File: src/subset_clear_parent_enumerator_assert.svh
// assertion macros used by the enumerator top level
`ifndef SUBSET_CLEAR_PARENT_ENUMERATOR_ASSERT_SVH
`define SUBSET_CLEAR_PARENT_ENUMERATOR_ASSERT_SVH

`ifndef ASSERT_OFF

// condition must hold at every clock edge outside reset
`define SCPE_ASSERT_ALWAYS(lbl, clk, rst, cond, msg) \
   lbl: assert property (@(posedge clk) disable iff (rst) (cond)) else $error(msg);

// consequence must hold in the cycle after the antecedent
`define SCPE_ASSERT_NEXT(lbl, clk, rst, ante, cons, msg) \
   lbl: assert property (@(posedge clk) disable iff (rst) (ante) |=> (cons)) else $error(msg);

`else

`define SCPE_ASSERT_ALWAYS(lbl, clk, rst, cond, msg)

`define SCPE_ASSERT_NEXT(lbl, clk, rst, ante, cons, msg)

`endif

`endif

File: src/scpe_pkg.sv
// shared constants and types of the subset-clear parent enumerator
package scpe_pkg;

   // fixed field widths
   localparam int IDX_W = 16;
   localparam int CNT_W = 5;

   // request modes
   localparam logic MODE_START = 1'b0;
   localparam logic MODE_NEXT  = 1'b1;

   // control returned by the step logic
   typedef struct packed {
      logic             emit;
      logic             last;
      logic             busy_next;
      logic [CNT_W-1:0] clear_next;
   } step_ctl_type;

endpackage

File: src/scpe_load.sv
// start logic: set bit count, rank positions and first keep mask of a new index
module scpe_load import scpe_pkg::*; #(
   parameter int RANK_W = 16,
   parameter int POS_W  = 4
) (
   input  logic [IDX_W-1:0]                cube_index,
   output logic [CNT_W-1:0]                set_count,
   output logic [RANK_W-1:0][POS_W-1:0]    rank_pos,
   output logic [RANK_W-1:0]               first_mask
);

   logic [RANK_W-1:0][CNT_W-1:0] below_cnt;
   logic [CNT_W-1:0]             total;

   // number of ranked set bits below each position, and in all
   always_comb begin
      total = '0;
      for (int b = 0; b < RANK_W; b++) begin
         below_cnt[b] = '0;
         for (int i = 0; i < b; i++) begin
            below_cnt[b] = below_cnt[b] + CNT_W'(cube_index[i]);
         end
         total = total + CNT_W'(cube_index[b]);
      end
   end

   assign set_count = total;

   // rank string position of each set bit, lowest set bit at the top
   always_comb begin
      for (int b = 0; b < RANK_W; b++) begin
         rank_pos[b] = POS_W'(total - CNT_W'(1) - below_cnt[b]);
      end
   end

   // first combination for one cleared bit: n-1 low ones
   always_comb begin
      for (int i = 0; i < RANK_W; i++) begin
         first_mask[i] = (CNT_W'(i) + CNT_W'(1)) < total;
      end
   end

endmodule

File: src/scpe_step.sv
// next logic: parent deposit and same-popcount successor of the keep mask
module scpe_step import scpe_pkg::*; #(
   parameter int RANK_W = 16,
   parameter int POS_W  = 4
) (
   input  logic [IDX_W-1:0]                source_index,
   input  logic [CNT_W-1:0]                set_count,
   input  logic [RANK_W-1:0][POS_W-1:0]    rank_pos,
   input  logic [RANK_W-1:0]               keep_mask,
   input  logic [CNT_W-1:0]                clear_count,
   input  logic [CNT_W-1:0]                clear_limit,
   input  logic                            busy,
   output step_ctl_type                    ctl,
   output logic [IDX_W-1:0]                parent_index,
   output logic [RANK_W-1:0]               mask_next
);

   logic [CNT_W-1:0]  eff_k;
   logic [CNT_W-1:0]  next_k;
   logic [CNT_W-1:0]  next_eff;
   logic [RANK_W-1:0] final_mask;
   logic [RANK_W-1:0] first_next;
   logic [RANK_W-1:0] low_bit;
   logic [RANK_W-1:0] ripple;
   logic [RANK_W-1:0] gosper;
   logic [POS_W-1:0]  trail;
   logic              at_final;
   logic              done;

   // effective clear counts, capped at the set bit count
   assign eff_k    = (clear_count < set_count) ? clear_count : set_count;
   assign next_k   = clear_count + CNT_W'(1);
   assign next_eff = (next_k < set_count) ? next_k : set_count;

   // last combination of this k and first combination of the next k
   always_comb begin
      for (int i = 0; i < RANK_W; i++) begin
         final_mask[i] = (CNT_W'(i) >= eff_k) && (CNT_W'(i) < set_count);
         first_next[i] = (CNT_W'(i) + next_eff) < set_count;
      end
   end

   // trailing zero count of the keep mask
   always_comb begin
      trail = '0;
      for (int i = RANK_W - 1; i >= 0; i--) begin
         if (keep_mask[i]) begin
            trail = POS_W'(i);
         end
      end
   end

   // lexicographic successor with the same number of ones
   assign low_bit = keep_mask & (~keep_mask + RANK_W'(1));
   assign ripple  = keep_mask + low_bit;
   assign gosper  = (((ripple ^ keep_mask) >> 2) >> trail) | ripple;

   assign at_final  = (keep_mask == final_mask);
   assign done      = busy && at_final && (clear_count >= clear_limit);
   assign mask_next = at_final ? first_next : gosper;

   // control for the state registers
   always_comb begin
      ctl.emit       = busy;
      ctl.last       = done;
      ctl.busy_next  = busy && !done;
      ctl.clear_next = (busy && at_final && !done) ? next_k : clear_count;
   end

   // clear the set bits whose rank string entry is zero
   for (genvar b = 0; b < IDX_W; b++) begin : g_deposit
      if (b < RANK_W) begin : g_ranked
         assign parent_index[b] = source_index[b] & keep_mask[rank_pos[b]];
      end else begin : g_pass
         assign parent_index[b] = source_index[b];
      end
   end

endmodule

File: src/subset_clear_parent_enumerator.sv
// top level of the subset-clear parent enumerator
//
//   channel   direction  handshake            payload
//   req_      in         req_valid/req_ready  mode, cube_index, max_cleared
//   rsp_      out        rsp_valid/rsp_ready  valid_res, parent_index, cleared_count, last
//
// one request per cycle unless a response stalls, one response per request, shown in the cycle after the accept
// start and next are both computed in the accept cycle into the response register
// req_ready is high while the response register is empty or being taken
// a stalled response holds the register and stalls requests
// synchronous reset clears the busy flag and the response valid

`include "subset_clear_parent_enumerator_assert.svh"

module subset_clear_parent_enumerator import scpe_pkg::*; #(
   parameter int DIMS = 16
) (
   input  logic             clock,
   input  logic             reset,
   input  logic             req_valid,
   output logic             req_ready,
   input  logic             req_mode,
   input  logic [IDX_W-1:0] req_cube_index,
   input  logic [CNT_W-1:0] req_max_cleared,
   output logic             rsp_valid,
   input  logic             rsp_ready,
   output logic             rsp_valid_res,
   output logic [IDX_W-1:0] rsp_parent_index,
   output logic [CNT_W-1:0] rsp_cleared_count,
   output logic             rsp_last
);

   localparam int RANK_W = (DIMS < IDX_W) ? DIMS : IDX_W;
   localparam int POS_W  = (RANK_W > 1) ? $clog2(RANK_W) : 1;

   // enumeration state
   logic [IDX_W-1:0]             source_ff,  source_in;
   logic [CNT_W-1:0]             count_ff,   count_in;
   logic [RANK_W-1:0][POS_W-1:0] pos_ff,     pos_in;
   logic [RANK_W-1:0]            mask_ff,    mask_in;
   logic [CNT_W-1:0]             clear_ff,   clear_in;
   logic [CNT_W-1:0]             limit_ff,   limit_in;
   logic                         busy_ff,    busy_in;

   // response register
   logic                         rsp_valid_ff, rsp_valid_in;
   logic                         res_ff,       res_in;
   logic [IDX_W-1:0]             parent_ff,    parent_in;
   logic [CNT_W-1:0]             cnt_ff,       cnt_in;
   logic                         last_ff,      last_in;

   logic                         accept;
   logic                         is_start;
   logic                         emit;

   logic [CNT_W-1:0]             load_count;
   logic [RANK_W-1:0][POS_W-1:0] load_pos;
   logic [RANK_W-1:0]            load_mask;
   step_ctl_type                 step_ctl;
   logic [IDX_W-1:0]             step_parent;
   logic [RANK_W-1:0]            step_mask;

   // handshake
   assign req_ready = !rsp_valid_ff || rsp_ready;
   assign accept    = req_valid && req_ready;
   assign is_start  = (req_mode == MODE_START);
   assign emit      = !is_start && step_ctl.emit;

   scpe_load #(
      .RANK_W (RANK_W),
      .POS_W  (POS_W)
   ) u_load (
      .cube_index (req_cube_index),
      .set_count  (load_count),
      .rank_pos   (load_pos),
      .first_mask (load_mask)
   );

   scpe_step #(
      .RANK_W (RANK_W),
      .POS_W  (POS_W)
   ) u_step (
      .source_index (source_ff),
      .set_count    (count_ff),
      .rank_pos     (pos_ff),
      .keep_mask    (mask_ff),
      .clear_count  (clear_ff),
      .clear_limit  (limit_ff),
      .busy         (busy_ff),
      .ctl          (step_ctl),
      .parent_index (step_parent),
      .mask_next    (step_mask)
   );

   // next enumeration state
   always_comb begin
      source_in = source_ff;
      count_in  = count_ff;
      pos_in    = pos_ff;
      mask_in   = mask_ff;
      clear_in  = clear_ff;
      limit_in  = limit_ff;
      busy_in   = busy_ff;
      if (accept && is_start) begin
         source_in = req_cube_index;
         count_in  = load_count;
         pos_in    = load_pos;
         mask_in   = load_mask;
         clear_in  = CNT_W'(1);
         limit_in  = req_max_cleared;
         busy_in   = (req_max_cleared != '0);
      end else if (accept && busy_ff) begin
         mask_in   = step_mask;
         clear_in  = step_ctl.clear_next;
         busy_in   = step_ctl.busy_next;
      end
   end

   // next response
   always_comb begin
      rsp_valid_in = rsp_valid_ff;
      res_in       = res_ff;
      parent_in    = parent_ff;
      cnt_in       = cnt_ff;
      last_in      = last_ff;
      if (accept) begin
         rsp_valid_in = 1'b1;
         res_in       = emit;
         parent_in    = emit ? step_parent : '0;
         cnt_in       = emit ? clear_ff : '0;
         last_in      = emit && step_ctl.last;
      end else if (rsp_ready) begin
         rsp_valid_in = 1'b0;
      end
   end

   // control registers
   always_ff @(posedge clock) begin
      if (reset) begin
         busy_ff      <= 1'b0;
         rsp_valid_ff <= 1'b0;
      end else begin
         busy_ff      <= busy_in;
         rsp_valid_ff <= rsp_valid_in;
      end
   end

   // payload registers
   always_ff @(posedge clock) begin
      source_ff <= source_in;
      count_ff  <= count_in;
      pos_ff    <= pos_in;
      mask_ff   <= mask_in;
      clear_ff  <= clear_in;
      limit_ff  <= limit_in;
      res_ff    <= res_in;
      parent_ff <= parent_in;
      cnt_ff    <= cnt_in;
      last_ff   <= last_in;
   end

   assign rsp_valid         = rsp_valid_ff;
   assign rsp_valid_res     = res_ff;
   assign rsp_parent_index  = parent_ff;
   assign rsp_cleared_count = cnt_ff;
   assign rsp_last          = last_ff;

   // checks
   `SCPE_ASSERT_ALWAYS(a_last_is_valid, clock, reset, !rsp_valid_ff || !last_ff || res_ff, "last flag on an empty response")
   `SCPE_ASSERT_ALWAYS(a_valid_has_count, clock, reset, !rsp_valid_ff || !res_ff || (cnt_ff != '0), "parent with zero cleared count")
   `SCPE_ASSERT_ALWAYS(a_busy_in_range, clock, reset, !busy_ff || ((clear_ff != '0) && (clear_ff <= limit_ff)), "clear count outside its limit while busy")
   `SCPE_ASSERT_NEXT(a_last_ends, clock, reset, accept && !is_start && busy_ff && step_ctl.last, !busy_ff, "enumeration continues after last parent")
   `SCPE_ASSERT_NEXT(a_start_loads, clock, reset, accept && is_start, (clear_ff == CNT_W'(1)) && (busy_ff == ($past(req_max_cleared) != '0)), "start did not load the first clear count")

endmodule

File: config.mk
export PLATFORM = sky130hd
export DESIGN_NAME = subset_clear_parent_enumerator
export DESIGN_NICKNAME = d
export VERILOG_FILES = /design/src/scpe_pkg.sv /design/src/scpe_load.sv /design/src/scpe_step.sv /design/src/subset_clear_parent_enumerator.sv
export VERILOG_INCLUDE_DIRS = /design/src /design/src/src
export SDC_FILE = /design/constraint.sdc
export NUM_CORES = 1
export LEC_CHECK = 0
export BUFFER_PORTS_ARGS = -buffer_cell sky130_fd_sc_hd__buf_2
export CORE_MARGIN = 4
export CORE_UTILIZATION = 56
export CTS_BUF_LIST = sky130_fd_sc_hd__clkbuf_16
export DETAILED_ROUTE_END_ITERATION = 6
export PLACE_DENSITY = 0.74
export SLEW_MARGIN = 25
export SYNTH_ARGS = -nofsm -noshare
export SYNTH_HDL_FRONTEND = slang
export SYNTH_HIERARCHICAL = 1
export SYNTH_SLANG_ARGS = --single-unit
File: constraint.sdc
create_clock -name clock -period 15.1 [get_ports clock]
set_input_delay 0.755 -clock clock [delete_from_list [all_inputs] [get_ports clock]]
set_output_delay 0.755 -clock clock [all_outputs]
set_load 0.1 [all_outputs]
==> metrics.txt, run 1 <==
status finished, final reports clean; Post-Syn Area 0.0144 mm^2; Bufs on Longest Clock Path 2; Netlist cell types 86; required time of the worst setup path 15270 ps; synth cell count leaders 142 x ha_1, 129 x edfxtp_1, 96 x inv_1; flops & latches, synth 136; max-slew violations 0; Layout area overhead 7.25%; IO Pins 51; final wirelength slightly below 40 mm; CP max FO 11; Critical Path AT approximately 9000 ps; Final Critical Period approximately 8800 ps; # hold bufs at CTS 0; reg2reg setup slack ~9600 ps; Syn Area/Cell around 10 um^2; GR Util met2 43.7%; Synth Flop Type edfxtp_1; die width about 170 um; clk root buf clkbuf_16; crit end category flop; final setup violation count 0; Clock Sinks between 100 and 150; period utilization 58.3%; post-CTS setup buffer count 0; grt ovf 0; top cells by area in the synthesized netlist edfxtp_1 27%, mux4_2 12%, ha_1 12%; Detail Route Antenna Nets 0; total of max-cap violations 0; Worst Hold Class primary input to flop; Avg WL per Cell between 20 and 25 um; share of cells above drive strength 1 around 17%; Worst Clk Skew between 15 and 20 ps; number of enable flip-flop cells after synthesis approximately 130; starting density of the core 57.2%; CP Launch Type primary input; H-tree depth 4; Net Count, Synth about 1600; Slew HR about a third; depth of the most critical reg-to-reg path 17; GR Util met1 around two fifths; Port-buffer cells 50; number of buffers created by CTS 17; CTS clk-pin slew, worst paths 70 ps; GRT Total Usage between 20 and 30%; TritonCTS clock tree yes; vias 11600; ANT cells 0; hold path depth 1; gpl congestion between 0.9 and 1; cell area after placement 0.0149 mm^2; die height around 170 um; maximum clock rate 114 MHz; DR iter-0 viols around 1300; # DRC 0; area leader, netlist edfxtp_1; FP Rows a little under 60; cts repair resizes 0; sequential share of the synthesized area 27.8%; Clock Latency Late Sink 440 ps; first-pass GRT wire length between 60 and 70 mm; slew of the pin with the lowest slew margin 1010 ps; Async SR Flop Fraction 0%; initial antenna violation count 1; # nets final ~1600; vias in the first global route between 10000 and 15000; Cells after Synth ~1400; post-route cell area roughly 0.015 mm^2; most common cell in the synthesized netlist ha_1; Syn. warnings 6; Yosys top cell area share between 20% and 30%; GRT busiest layer met2; RSZ-0062 raised after global routing no; setup TNS 0 ps; routing usage on met3 about 4.6%; post-DR vias/cell about 6.6; hpwl dp approximately 27 mm; Core Area roughly 0.025 mm^2; Total Die Area about 0.028 mm^2; largest net degree at the start of global routing just under 90; DRT Pass-1 Iters 5; worst setup path class primary input to flop; Final Hold Fails 0
metrics by stage:
step	util, %	hold slack [ps]	std cells	setup slack [ps]
after floorplan	-	506	1416	6820
after global placement	58.8	620	1727	6100
after detailed placement	58.8	646	1727	5930
after CTS	61.3	501	1759	6340
after global routing	61.3	501	1759	5780
final	61.3	511	1759	6300
cell families (layout without fill, tap and decap cells):
logic type | Yosys count | after routing | synth area share [%]
multiplexers | 124 | 124 | 16.0
adder cells (fa/ha/maj) | 155 | 155 | 14.1
buffers and inverters | 194 | 207 | 5.75
flip-flops | 136 | 136 | 27.8
AND/OR/NAND/NOR | 345 | 345 | 12.3
AO/OA/AOI/OAI | 335 | 335 | 15.2
XOR/XNOR | 127 | 127 | 8.85
worst paths after layout:
check	startpoint	end
worst max-delay path	req_cube_index[0]	pos_ff[51]
worst min-delay path	req_cube_index[6]	source_ff[6]
worst max register to register	clear_ff[0]	mask_ff[3]
worst min register to register	rsp_valid	rsp_valid
critical path, stage by stage:
cell     delay (ps)
buf_2           130
fa_1            510
ha_1            230
ha_1            370
ha_1            410
ha_1            420
ha_1            380
ha_1            370
ha_1            370
ha_1            420
ha_1            380
ha_1            360
ha_1            350
ha_1            360
ha_1            360
ha_1            370
inv_1            90
ha_1            660
inv_1           400
buf_4           320
ha_1            290
a21o_1          180
a21oi_1         190
xnor2_1         120
xnor2_1         130
registers in the layout (all words and copies together) (netlist names), 5 cells and up:
register	cells
pos_ff	64
mask_ff	16
rsp_parent_index	16
source_ff	16
clear_ff	5
count_ff	5
limit_ff	5
rsp_cleared_count	5
layout make-up:
class / instances / area, um^2
fill: 2041 / 9770
multi-input combinational: 1086 / 9600
sequential: 136 / 4010
timing repair buffer: 76 / 449
clock buffer: 17 / 425
tap: 330 / 413
inverter: 99 / 380
clock inverter: 15 / 201
routing by layer:
layer / share of wire, % / vias up
li1: - / 5313
met1: 41 / 5564
met2: 46 / 628
met3: 9.6 / 93
met4: 3.0 / 0
met5: 0 / -
placed cells by master (no fill, tap or decap), drive strengths merged, types with 8 or more instances in the layout:
| master | n |
|---|---|
| buf | 76 |
| o31ai | 12 |
| nor4 | 9 |
| and3 | 31 |
| nor2b | 14 |
| inv | 107 |
| or2 | 8 |
| mux2 | 26 |
| nand2 | 83 |
| a31oi | 15 |
| a21o | 29 |
| mux2i | 18 |
| o21ai | 71 |
| nor2 | 71 |
| a211oi | 17 |
| edfxtp | 129 |
| nand4 | 13 |
| nand2b | 13 |
| mux4 | 80 |
| a221oi | 8 |
| o21a | 14 |
| nand3 | 32 |
| a21oi | 93 |
| clkbuf | 17 |
| ha | 142 |
| nor3 | 16 |
| a211o | 9 |
| fa | 13 |
| xor2 | 51 |
| o211ai | 13 |
| and2 | 29 |
| xnor2 | 74 |
Power of run 1 is not shown: default switching activity piles up to over one toggle a cycle in this logic, so the estimate is an artifact.
==> run 2: changes to the inputs <==
- PLACE_DENSITY: 0.74 -> 0.77
- clock period: 15.1 -> 7.39 ns (I/O delays scaled with it)
==> metrics.txt, run 2 (same netlist as run 1, synthesis figures left out) <==
status finished, final reports clean; # nets final roughly 1600; Final Hold Fails 0; maximum clock rate ~140 MHz; Detail Route Antenna Nets 0; Critical Path End pos_ff[39]; fill cell count between 1500 and 2000; slew of the pin with the lowest slew margin approximately 1000 ps; CP max-delay cell fa_1; DRT Pass-1 Iters 7; worst setup path class primary input to flop; Clock Sinks between 100 and 150; CP Launch Type primary input; CP max FO 14; depth of the most critical reg-to-reg path 17; first-pass GRT wire length roughly 62 mm; FP Rows 58; hpwl dp 27.8 mm; Layout area overhead 8.96%; Bufs on Longest Clock Path 2; Core Area roughly 0.025 mm^2; Final Critical Period roughly 7100 ps; H-tree depth 4; max-slew violations 0; Clock Latency Late Sink 430 ps; Port-buffer cells 50; ANT cells 0; Critical Path AT between 7000 and 8000 ps; DR iter-0 viols 1422; gpl congestion 1.05; grt ovf 0; most frequent cells in the layout 129 x edfxtp_1, 129 x ha_1, 94 x inv_1; Slew HR a little over 30%; clk root buf clkbuf_16; die width between 150 and 200 um; cell area after placement approximately 0.015 mm^2; total of max-cap violations 0; reg2reg setup slack 1890 ps; CP most frequent cell ha_1; # placed instances about 1700; die height approximately 170 um; GRT Total Usage between 20 and 30%; reg-to-reg startpoint clear_ff[1]; post-CTS setup buffer count 0; period utilization 96.6%; Worst Hold Class primary input to flop; TritonCTS clock tree yes; final wirelength 39.6 mm; share of cells above drive strength 1 a little under a fifth; RSZ-0062 raised after global routing no; R2R Path End mask_ff[3]; largest net degree at the start of global routing 77; Finished Layout Cells about 1800; vias about 12000; initial antenna violation count 1; post-route cell area between 0.015 and 0.02 mm^2; required time of the worst setup path roughly 7600 ps; number of buffers created by CTS 17; CP peak stage delay roughly 500 ps; IO Pins ~50; final setup violation count 0; CTS clk-pin slew, worst paths about 60 ps; most flop-heavy register pos_ff; # DRC 0; Worst Clk Skew 9.18 ps; max reg flops 64; crit end category flop; post-DR vias/cell 6.68; Setup crit start req_cube_index[0]; starting density of the core a little under three fifths; Total Die Area about 0.028 mm^2; Avg WL per Cell between 20 and 25 um; vias in the first global route roughly 11000
## run 2: cell count changes in the layout (fill, tap and decap cells not counted), sizes merged
cell      change
clkinv        +6
buf          +14
inv           -6
clkinvlp      +1
bufinv        -1
## run 2: metal layers
| layer | global-route usage (%) | vias to the layer above | routed length (um) | part of all wire (%) |
|---|---|---|---|---|
| met5 | 0 | - | 0 | 0 |
| met4 | 10.6 | 0 | 1380 | 3.5 |
| met3 | 5.14 | 112 | 3580 | 9.0 |
| met2 | 44.5 | 644 | 18400 | 46 |
| met1 | 37.5 | 5750 | 16200 | 41 |
| li1 | - | 5331 | - | - |
## run 2: metrics by stage
stage | TNS, ps | utilization (%) | setup slack, ps | hold WS [ps]
after CTS | 0 | 62.2 | 294 | 119
final | 0 | 62.3 | 254 | 128
after detailed placement | -329 | 60.0 | -102 | 566
after global routing | 0 | 62.3 | 1.32 | 111
after floorplan | 0 | - | 9.87 | 442
after global placement | 0 | 59.8 | 91.0 | 561
## run 2: critical path, delay by kind of cell
| family | cells | cell delay (ps) |
|---|---|---|
| xor+xnor | 2 | 350 |
| compound gates | 2 | 320 |
| buf+inv | 4 | 610 |
| fa+ha+maj | 17 | 5610 |
## run 2: timing repair
item,4_1_cts,5_1_grt
hold buffers,0,0
gates resized for setup,0,1
endpoints found under the setup margin,0,4
hold endpoints to repair,0,0
## run 2: cell type report
| type | count | area, um^2 | share of cell area (%) |
|---|---|---|---|
| clock inverter | 15 | 144 | 0.915 |
| inverter | 99 | 384 | 2.44 |
| multi-input combinational | 1086 | 9790 | 62.3 |
| tap | 330 | 413 | 2.62 |
| sequential | 136 | 4010 | 25.5 |
| clock buffer | 17 | 425 | 2.70 |
| timing repair buffer | 90 | 558 | 3.55 |
## run 2: how the worst min path moves through the flow
| stage | cells past startpoint | slack, ps | start | to |
|---|---|---|---|---|
| 2_1_floorplan | 1 | 440 | reset | rsp_valid |
| 4_1_cts | 1 | 120 | req_cube_index[3] | source_ff[3] |
| 3_5_place_dp | 1 | 570 | req_max_cleared[0] | limit_ff[0] |
| 5_1_grt | 1 | 110 | req_max_cleared[1] | limit_ff[1] |
| 6_report | 1 | 130 | req_max_cleared[1] | limit_ff[1] |
| 3_3_place_gp | 1 | 560 | req_max_cleared[0] | limit_ff[0] |
Power of run 2 is left out for the same reason.
